`src/hw/rtl/tte_pkg.sv`:
```
// Package for the tap tempo estimator: item types, register indexes, constants
// and the tempo clamp function.
// Depends on nothing; the top level and the testbench import it.
`default_nettype none

package tte_pkg;

    localparam int TIME_BITS     = 48;
    localparam int TEMPO_BITS    = 10;
    localparam int REQ_BITS      = 16;
    localparam int HELD_BITS     = 4;
    localparam int GAP_BITS      = 24;
    localparam int CFG_IDX_BITS  = 2;
    localparam int HISTORY_DEPTH = 12;

    localparam logic [TIME_BITS-1:0]  MINUTE_US     = TIME_BITS'(60000000);
    localparam logic [TEMPO_BITS-1:0] TEMPO_RESET   = TEMPO_BITS'(120);
    localparam logic [TEMPO_BITS-1:0] TEMPO_MIN_RST = TEMPO_BITS'(30);
    localparam logic [TEMPO_BITS-1:0] TEMPO_MAX_RST = TEMPO_BITS'(300);
    localparam logic [GAP_BITS-1:0]   MAX_GAP_RST   = GAP_BITS'(2000000);

    localparam logic [CFG_IDX_BITS-1:0] REG_TEMPO_MIN   = 2'd0;
    localparam logic [CFG_IDX_BITS-1:0] REG_TEMPO_MAX   = 2'd1;
    localparam logic [CFG_IDX_BITS-1:0] REG_MAX_TAP_GAP = 2'd2;

    localparam logic MODE_TAP = 1'b0;
    localparam logic MODE_SET = 1'b1;

    typedef struct packed {
        logic                  mode;
        logic [TIME_BITS-1:0]  tap_time;
        logic [REQ_BITS-1:0]   requested_tempo;
    } tte_in_t;

    typedef struct packed {
        logic [TEMPO_BITS-1:0] tempo;
        logic                  tempo_changed;
        logic [HELD_BITS-1:0]  taps_held;
    } tte_out_t;

    // Raise to the minimum first, then lower to the maximum.
    function automatic logic [TEMPO_BITS-1:0] clamp_tempo(
        input logic [TEMPO_BITS-1:0] t,
        input logic [TEMPO_BITS-1:0] tmin,
        input logic [TEMPO_BITS-1:0] tmax
    );
        logic [TEMPO_BITS-1:0] v;
        v = (t < tmin) ? tmin : t;
        v = (v > tmax) ? tmax : v;
        return v;
    endfunction

endpackage

`default_nettype wire

```
`src/hw/rtl/tte_ram.sv`:
```
// Generic single-write, single-read RAM with a registered read port.
// Depends on nothing.
`default_nettype none

module tte_ram #(
    parameter int WIDTH = 48,
    parameter int DEPTH = 12
) (
    input  wire logic                     clk,
    input  wire logic                     we,
    input  wire logic [$clog2(DEPTH)-1:0] waddr,
    input  wire logic [WIDTH-1:0]         wdata,
    input  wire logic                     re,
    input  wire logic [$clog2(DEPTH)-1:0] raddr,
    output logic      [WIDTH-1:0]         rdata
);

    logic [WIDTH-1:0] mem [DEPTH];
    logic [WIDTH-1:0] rdata_reg;

    always_ff @(posedge clk)
    begin
        if (we)
        begin
            mem[waddr] <= wdata;
        end
        if (re)
        begin
            rdata_reg <= mem[raddr];
        end
    end

    assign rdata = rdata_reg;

endmodule

`default_nettype wire

```
`src/hw/rtl/tte_div.sv`:
```
// Restoring unsigned divider, one quotient bit per cycle.
// Depends on nothing; a division by zero returns an all-ones quotient.
`default_nettype none

module tte_div #(
    parameter int W = 48
) (
    input  wire logic         clk,
    input  wire logic         rst_n,
    input  wire logic         start,
    input  wire logic [W-1:0] dividend,
    input  wire logic [W-1:0] divisor,
    output logic              done,
    output logic      [W-1:0] quotient
);

    localparam int CW = $clog2(W + 1);

    logic [W-1:0]  quo_reg;
    logic [W-1:0]  dsr_reg;
    logic [W:0]    rem_reg;
    logic [CW-1:0] count_reg;
    logic          busy_reg;
    logic          done_reg;

    logic [W:0]    rem_shift;
    logic          fits;

    assign rem_shift = {rem_reg[W-1:0], quo_reg[W-1]};
    assign fits      = (rem_shift >= {1'b0, dsr_reg});

    always_ff @(posedge clk or negedge rst_n)
    begin
        if (!rst_n)
        begin
            busy_reg  <= 1'b0;
            done_reg  <= 1'b0;
            count_reg <= '0;
        end
        else
        begin
            done_reg <= 1'b0;
            if (start)
            begin
                busy_reg  <= 1'b1;
                count_reg <= CW'(W);
            end
            else if (busy_reg)
            begin
                count_reg <= count_reg - CW'(1);
                if (count_reg == CW'(1))
                begin
                    busy_reg <= 1'b0;
                    done_reg <= 1'b1;
                end
            end
        end
    end

    always_ff @(posedge clk)
    begin
        if (start)
        begin
            quo_reg <= dividend;
            dsr_reg <= divisor;
            rem_reg <= '0;
        end
        else if (busy_reg)
        begin
            rem_reg <= fits ? (rem_shift - {1'b0, dsr_reg}) : rem_shift;
            quo_reg <= {quo_reg[W-2:0], fits};
        end
    end

    assign done     = done_reg;
    assign quotient = quo_reg;

endmodule

`default_nettype wire

```
`src/hw/rtl/tap_tempo_estimator.sv`:
```
// Tap tempo estimator top level: tap history ring, sequencer and result register.
// Depends on tte_pkg, tte_ram and tte_div.
//
//   Channel   Signals                       Direction  Item
//   tap       tap_valid/tap_ready/tap_item   in         tte_in_t
//   res       res_valid/res_ready/res_item   out        tte_out_t
//   cfg       cfg_we/cfg_index/cfg_data      in         register write
//
// A tap that completes a window of two or more presses runs two divisions on the
// shared bit-serial divider: span over the number of intervals, then one minute
// over the average interval. Other taps and direct sets skip the divider.
// One item is in work at a time; the next is taken while the result register
// still waits for res_ready. Reset is asynchronous and needs no clearing pass;
// the history ring is not reset.
`default_nettype none

module tap_tempo_estimator #(
    parameter int HISTORY_DEPTH = tte_pkg::HISTORY_DEPTH
) (
    input  wire logic                                clk,
    input  wire logic                                rst_n,
    input  wire logic                                tap_valid,
    output logic                                     tap_ready,
    input  wire tte_pkg::tte_in_t                    tap_item,
    output logic                                     res_valid,
    input  wire logic                                res_ready,
    output tte_pkg::tte_out_t                        res_item,
    input  wire logic                                cfg_we,
    input  wire logic [tte_pkg::CFG_IDX_BITS-1:0]    cfg_index,
    input  wire logic [tte_pkg::GAP_BITS-1:0]        cfg_data
);

    import tte_pkg::*;

    localparam int AW = $clog2(HISTORY_DEPTH);
    localparam int FW = $clog2(HISTORY_DEPTH + 1);

    localparam logic [2:0] ST_IDLE = 3'd0;
    localparam logic [2:0] ST_SET  = 3'd1;
    localparam logic [2:0] ST_TAP  = 3'd2;
    localparam logic [2:0] ST_READ = 3'd3;
    localparam logic [2:0] ST_DIV1 = 3'd4;
    localparam logic [2:0] ST_DIV2 = 3'd5;
    localparam logic [2:0] ST_DONE = 3'd6;

    logic [2:0]            state_reg;
    logic [2:0]            state_next;

    logic [TEMPO_BITS-1:0] tempo_min_reg;
    logic [TEMPO_BITS-1:0] tempo_max_reg;
    logic [GAP_BITS-1:0]   max_gap_reg;

    tte_in_t               item_reg;
    logic [TIME_BITS-1:0]  last_tap_reg;
    logic [AW-1:0]         write_slot_reg;
    logic [FW-1:0]         fill_reg;
    logic [TEMPO_BITS-1:0] tempo_reg;
    logic                  changed_reg;

    logic                  res_valid_reg;
    tte_out_t              res_item_reg;

    // Tap bookkeeping for the current item.
    logic [TIME_BITS-1:0]  gap;
    logic                  new_seq;
    logic [AW-1:0]         slot_eff;
    logic [AW-1:0]         slot_inc;
    logic [FW-1:0]         fill_eff;
    logic [FW-1:0]         fill_inc;
    logic [AW-1:0]         oldest;
    logic                  ring_we;
    logic                  ring_re;
    logic [TIME_BITS-1:0]  ring_rdata;

    logic                  div_start;
    logic [TIME_BITS-1:0]  div_dividend;
    logic [TIME_BITS-1:0]  div_divisor;
    logic                  div_done;
    logic [TIME_BITS-1:0]  div_quotient;
    logic [TEMPO_BITS-1:0] quo_sat;
    logic [TEMPO_BITS-1:0] req_sat;
    logic                  res_load;

    assign gap      = item_reg.tap_time - last_tap_reg;
    assign new_seq  = (last_tap_reg == '0) || (gap >= TIME_BITS'(max_gap_reg));
    assign slot_eff = new_seq ? '0 : write_slot_reg;
    assign fill_eff = new_seq ? '0 : fill_reg;
    assign slot_inc = (slot_eff == AW'(HISTORY_DEPTH - 1)) ? '0 : slot_eff + AW'(1);
    assign fill_inc = (fill_eff < FW'(HISTORY_DEPTH)) ? fill_eff + FW'(1) : fill_eff;
    // Until the window is full the oldest press sits in slot zero.
    assign oldest   = (fill_inc < FW'(HISTORY_DEPTH)) ? '0 : slot_inc;
    assign ring_we  = (state_reg == ST_TAP);
    assign ring_re  = (state_reg == ST_TAP);

    tte_ram #(
        .WIDTH (TIME_BITS),
        .DEPTH (HISTORY_DEPTH)
    ) u_ring (
        .clk   (clk),
        .we    (ring_we),
        .waddr (slot_eff),
        .wdata (item_reg.tap_time),
        .re    (ring_re),
        .raddr (oldest),
        .rdata (ring_rdata)
    );

    always_comb
    begin
        div_start    = 1'b0;
        div_dividend = item_reg.tap_time - ring_rdata;
        div_divisor  = TIME_BITS'(fill_reg - FW'(1));
        if (state_reg == ST_READ)
        begin
            div_start = 1'b1;
        end
        else if (state_reg == ST_DIV1)
        begin
            div_start    = div_done;
            div_dividend = MINUTE_US;
            div_divisor  = div_quotient;
        end
    end

    tte_div #(
        .W (TIME_BITS)
    ) u_div (
        .clk      (clk),
        .rst_n    (rst_n),
        .start    (div_start),
        .dividend (div_dividend),
        .divisor  (div_divisor),
        .done     (div_done),
        .quotient (div_quotient)
    );

    // Values beyond the tempo width saturate before the clamp.
    assign quo_sat = (|div_quotient[TIME_BITS-1:TEMPO_BITS]) ? '1
                                                            : div_quotient[TEMPO_BITS-1:0];
    assign req_sat = (|item_reg.requested_tempo[REQ_BITS-1:TEMPO_BITS]) ? '1
                     : item_reg.requested_tempo[TEMPO_BITS-1:0];

    assign res_load = (state_reg == ST_DONE) && (!res_valid_reg || res_ready);

    always_comb
    begin
        state_next = state_reg;
        unique case (state_reg)
            ST_IDLE:
            begin
                if (tap_valid)
                begin
                    state_next = (tap_item.mode == MODE_SET) ? ST_SET : ST_TAP;
                end
            end
            ST_SET:  state_next = ST_DONE;
            ST_TAP:  state_next = (fill_inc >= FW'(2)) ? ST_READ : ST_DONE;
            ST_READ: state_next = ST_DIV1;
            ST_DIV1:
            begin
                if (div_done)
                begin
                    state_next = ST_DIV2;
                end
            end
            ST_DIV2:
            begin
                if (div_done)
                begin
                    state_next = ST_DONE;
                end
            end
            ST_DONE:
            begin
                if (res_load)
                begin
                    state_next = ST_IDLE;
                end
            end
            default: state_next = ST_IDLE;
        endcase
    end

    always_ff @(posedge clk or negedge rst_n)
    begin
        if (!rst_n)
        begin
            state_reg      <= ST_IDLE;
            tempo_min_reg  <= TEMPO_MIN_RST;
            tempo_max_reg  <= TEMPO_MAX_RST;
            max_gap_reg    <= MAX_GAP_RST;
            last_tap_reg   <= '0;
            write_slot_reg <= '0;
            fill_reg       <= '0;
            tempo_reg      <= TEMPO_RESET;
            changed_reg    <= 1'b0;
            res_valid_reg  <= 1'b0;
        end
        else
        begin
            state_reg <= state_next;

            if (cfg_we)
            begin
                unique case (cfg_index)
                    REG_TEMPO_MIN:   tempo_min_reg <= cfg_data[TEMPO_BITS-1:0];
                    REG_TEMPO_MAX:   tempo_max_reg <= cfg_data[TEMPO_BITS-1:0];
                    REG_MAX_TAP_GAP: max_gap_reg   <= cfg_data;
                    default:         ;
                endcase
            end

            unique case (state_reg)
                ST_SET:
                begin
                    tempo_reg   <= clamp_tempo(req_sat, tempo_min_reg, tempo_max_reg);
                    changed_reg <= 1'b1;
                end
                ST_TAP:
                begin
                    last_tap_reg   <= item_reg.tap_time;
                    write_slot_reg <= slot_inc;
                    fill_reg       <= fill_inc;
                    changed_reg    <= 1'b0;
                end
                ST_DIV2:
                begin
                    if (div_done)
                    begin
                        tempo_reg   <= clamp_tempo(quo_sat, tempo_min_reg, tempo_max_reg);
                        changed_reg <= 1'b1;
                    end
                end
                default: ;
            endcase

            if (res_load)
            begin
                res_valid_reg <= 1'b1;
            end
            else if (res_ready)
            begin
                res_valid_reg <= 1'b0;
            end
        end
    end

    always_ff @(posedge clk)
    begin
        if (tap_valid && tap_ready)
        begin
            item_reg <= tap_item;
        end
        if (res_load)
        begin
            res_item_reg.tempo         <= tempo_reg;
            res_item_reg.tempo_changed <= changed_reg;
            res_item_reg.taps_held     <= HELD_BITS'(fill_reg);
        end
    end

    assign tap_ready = (state_reg == ST_IDLE);
    assign res_valid = res_valid_reg;
    assign res_item  = res_item_reg;

endmodule

`default_nettype wire

```
`config.mk`:
```
export PLATFORM = sky130hd
export DESIGN_NAME = tap_tempo_estimator
export DESIGN_NICKNAME = d
export VERILOG_FILES = /design/src/hw/rtl/tte_pkg.sv /design/src/hw/rtl/tte_ram.sv /design/src/hw/rtl/tte_div.sv /design/src/hw/rtl/tap_tempo_estimator.sv
export SDC_FILE = /design/constraint.sdc
export NUM_CORES = 2
export LEC_CHECK = 0
export BUFFER_PORTS_ARGS = -buffer_cell sky130_fd_sc_hd__buf_4
export CAP_MARGIN = 20
export CORE_UTILIZATION = 35
export DETAILED_ROUTE_END_ITERATION = 12
export PLACE_DENSITY_LB_ADDON = 0.1
export REMOVE_ABC_BUFFERS = 1
export SLEW_MARGIN = 10
export SYNTH_ARGS = -nofsm -noshare
export SYNTH_HDL_FRONTEND = slang
export SYNTH_SLANG_ARGS = --single-unit
```
`constraint.sdc`:
```
create_clock -name clk -period 9.7 [get_ports clk]
set_input_delay 0.485 -clock clk [delete_from_list [all_inputs] [get_ports clk]]
set_output_delay 0.485 -clock clk [all_outputs]
set_load 0.005 [all_outputs]
```
==> flow_metrics.tcl <==
set metrics [dict create \
    max_freq_ghz 0.111 \
    worstReg2RegStart "item_reg[16]" \
    vias 33154 \
    hold_path.class "primary input to register" \
    rsz0062_at_grt "no" \
    startpoint "item_reg[16]" \
    core_um2 135000 \
    die_w_um 371 \
    grt_start_max_net_pins 78 \
    p_leak_nw 20.8 \
    ys_ff_latch 970 \
    drcViolationCount 0 \
    ys_top_cells_by_area "edfxtp_1, ha_1, dfrtp_1" \
    start_util_pct 35.3 \
    yosysTopAreaCellShare_pct 50.2 \
    ys_types 93 \
    yosys-top-cells-count "edfxtp_1, a21oi_1, nand2_1" \
    first_pass_iters 8 \
    dieArea_um2 138000 \
    p_per_area_nw_per_um2 162 \
    status "complete, no violations" \
    vias_per_cell 5.35 \
    antenna_cells 0 \
    report.final.slew_viol_count 0 \
    netlist_area_um2 47800 \
    clock_sinks 970 \
    drive_gt1_share_pct 14.3 \
    fp-row-count 135 \
    area_delta_synth_final_pct 16.8 \
    postSynthAreaPerCell_um2 11.7 \
    required_ns 10.17 \
    multi_input_area_um2 18000 \
    grt-ovfl-total 0 \
    root_buffer "clkbuf_16" \
    worstSetupPathType "register to register" \
    totalWireLength_um 146000 \
    detail_route.wl_per_cell_um 23.5 \
    fillers 12976 \
    largest_reg_flops 576 \
    htreeDepth 3 \
    post-cts-setup-buffer-count 0 \
    die_h_um 371 \
    ff2ff_setup_slack_ns 0.73 \
    irDropWorstVdd_uv 132 \
    rr_worst_depth 40 \
    fin_nets 4634 \
    grt_pass1_vias 33441 \
    post-synth-top-count-cell "edfxtp_1" \
    cp_slowest_cell "or4b_2" \
    setup_viol 0 \
    cts_max_path_buffers 3 \
    synth_seq_area_share_pct 58.7 \
    ys.flop_type "edfxtp_1" \
    worstHoldStart "cfg_data[4]" \
    layout.cells.non_filler 6199 \
    final_util_pct 41.2 \
    hold_violations 0 \
    synth_edf_count 799 \
    critPathBufInv 5 \
    async_flop_share_pct 12.7 \
    start_kind "register" \
    io_pins 113 \
    clkTransAtPathRegs_ns 0.06 \
    drv_cap 0 \
    numCtsBuffers 108 \
    synth_warnings 0 \
    cpPeakStageDelay_ns 0.67 \
    fin_skew_ns 0.0348 \
    crit_path_max_fanout 39 \
    yosys.area.top_type "edfxtp_1" \
    min_path_cells 3 \
    worst_ep_arrival_time_ns 9.44 \
    port_buffers 112 \
    clock_latency_ns 0.74 \
    dp_cells 5911 \
    r2r_end "u_ring.rdata[40]" \
    grt_usage_pct 21.2 \
    cp_top_family "simple AND/OR/NAND/NOR gates" \
    synth_cells 4095 \
    drtIter0Drc 2431 \
    holdPathEnd "tempo_min_reg[4]" \
    grt_pass1_wl_um 219000 \
    maxSlewHeadroom_pct 26.6 \
    ant_nets 0 \
    crit_path_end_kind "register" \
    cts_tree "built" \
    worstMarginPinSlew_ns 1.09 \
    ff_latch_area_um2 28100 \
    gp_congestion 0.886 \
    antenna_found_initial 4 \
    final.min_clock_period_ns 8.97 \
    dp_hpwl_um 97500 \
    fin_crit_sh_pct 92.5 \
]
==> stage by stage <==
step	TNS (ns)	area [um^2]	power [mW]	setup WS, ns	hold WS (ns)
6_report	0	55800	9.05	0.728	0.0713
5_1_grt	0	55800	9.35	0.0112	0.0605
4_1_cts	0	55800	9.15	0.678	0.00696
3_5_place_dp	0	51400	4.93	0.739	0.440
3_3_place_gp	0	51300	4.93	0.935	0.432
2_1_floorplan	-231.35	46900	4.80	-4.85	0.189
==> area by class of cell <==
cell class,count,area share [%]
Multi-Input combinational cell,2637,32.2
Clock inverter,58,1.15
Clock buffer,146,5.28
Sequential cell,970,50.3
Inverter,285,1.93
Tap cell,1781,3.99
Timing Repair Buffer,322,5.14
==> worst register-to-register path: cells and delay by family (launching register included) <==
| family | cells | cell delay [ns] |
|---|---|---|
| compound gates | 13 | 2.91 |
| xor+xnor | 1 | 0.15 |
| fa+ha+maj | 3 | 0.79 |
| buf+inv | 5 | 1.02 |
| flops | 1 | 0.56 |
| simple gates | 18 | 3.26 |
==> metal layers <==
metal	up-vias	track usage [%]	routed length (um)
met5	-	0	0
met4	0	6.12	3490
met3	202	2.47	5580
met2	643	35.6	69600
met1	16513	28.6	67000
li1	15796	-	-
==> power breakdown <==
group          leakage, nW  switching [mW]  internal (mW)  total, mW
clock                 1.73            1.77           2.41       4.18
combinational         9.99           0.172          0.172      0.344
sequential            9.09          0.0304           4.50       4.53
total                 20.8            1.98           7.08       9.05
==> placed cells by master, fill, tap and decap left out, types with 31 or more instances in the layout <==
cell / synthesis / routed
edfxtp_1: 799 / 799
a21oi_1: 350 / 343
nand2_1: 310 / 308
inv_1: 282 / 281
buf_4: 11 / 219
ha_1: 211 / 210
o21ai_0: 208 / 208
nor2_1: 179 / 166
a21o_1: 121 / 121
clkbuf_16: 0 / 109
nor3_1: 105 / 105
dfrtp_1: 104 / 103
nand4_1: 92 / 92
nand3_1: 85 / 85
dlygate4sd3_1: 0 / 83
mux2i_1: 70 / 70
xnor2_1: 69 / 69
or2_2: 68 / 68
and3_1: 64 / 64
o22ai_1: 57 / 57
mux2_2: 54 / 54
a221o_1: 50 / 50
dfxtp_1: 48 / 48
a2bb2oi_1: 47 / 47
xor2_1: 43 / 43
nand2b_1: 43 / 43
o21a_1: 40 / 40
nor4_1: 35 / 34
nor3_2: 31 / 31
==> cells by family (layout without fill, tap and decap cells) <==
logic type	after synthesis	count (layout)	synth area share [%]
xor gates and xnor gates	112	112	2.05
buffers and inverters	488	811	4.09
adders and majority gates	214	214	5.65
muxes	126	126	2.82
and+or+nand+nor	1117	1117	12.1
AOI/OAI and AO/OA	1068	1068	14.5
DFF	970	970	58.7
==> worst max-delay path by stage <==
stage	to	slack, ns	cells after the start
floorplan	u_ring.rdata[16]	-4.85	34
global placement	u_ring.rdata[32]	0.93	37
detailed placement	u_ring.rdata[32]	0.74	40
CTS	u_ring.rdata[40]	0.68	40
global route	u_ring.rdata[40]	0.01	40
finish	u_ring.rdata[40]	0.73	40
==> timing repair <==
action                                 CTS  global route
resized for setup                        0             1
hold buffers                            83             0
endpoints found under the hold margin  154             0
setup endpoints to repair                0            39
No activity file was read; power rests on OpenSTA's default activity.
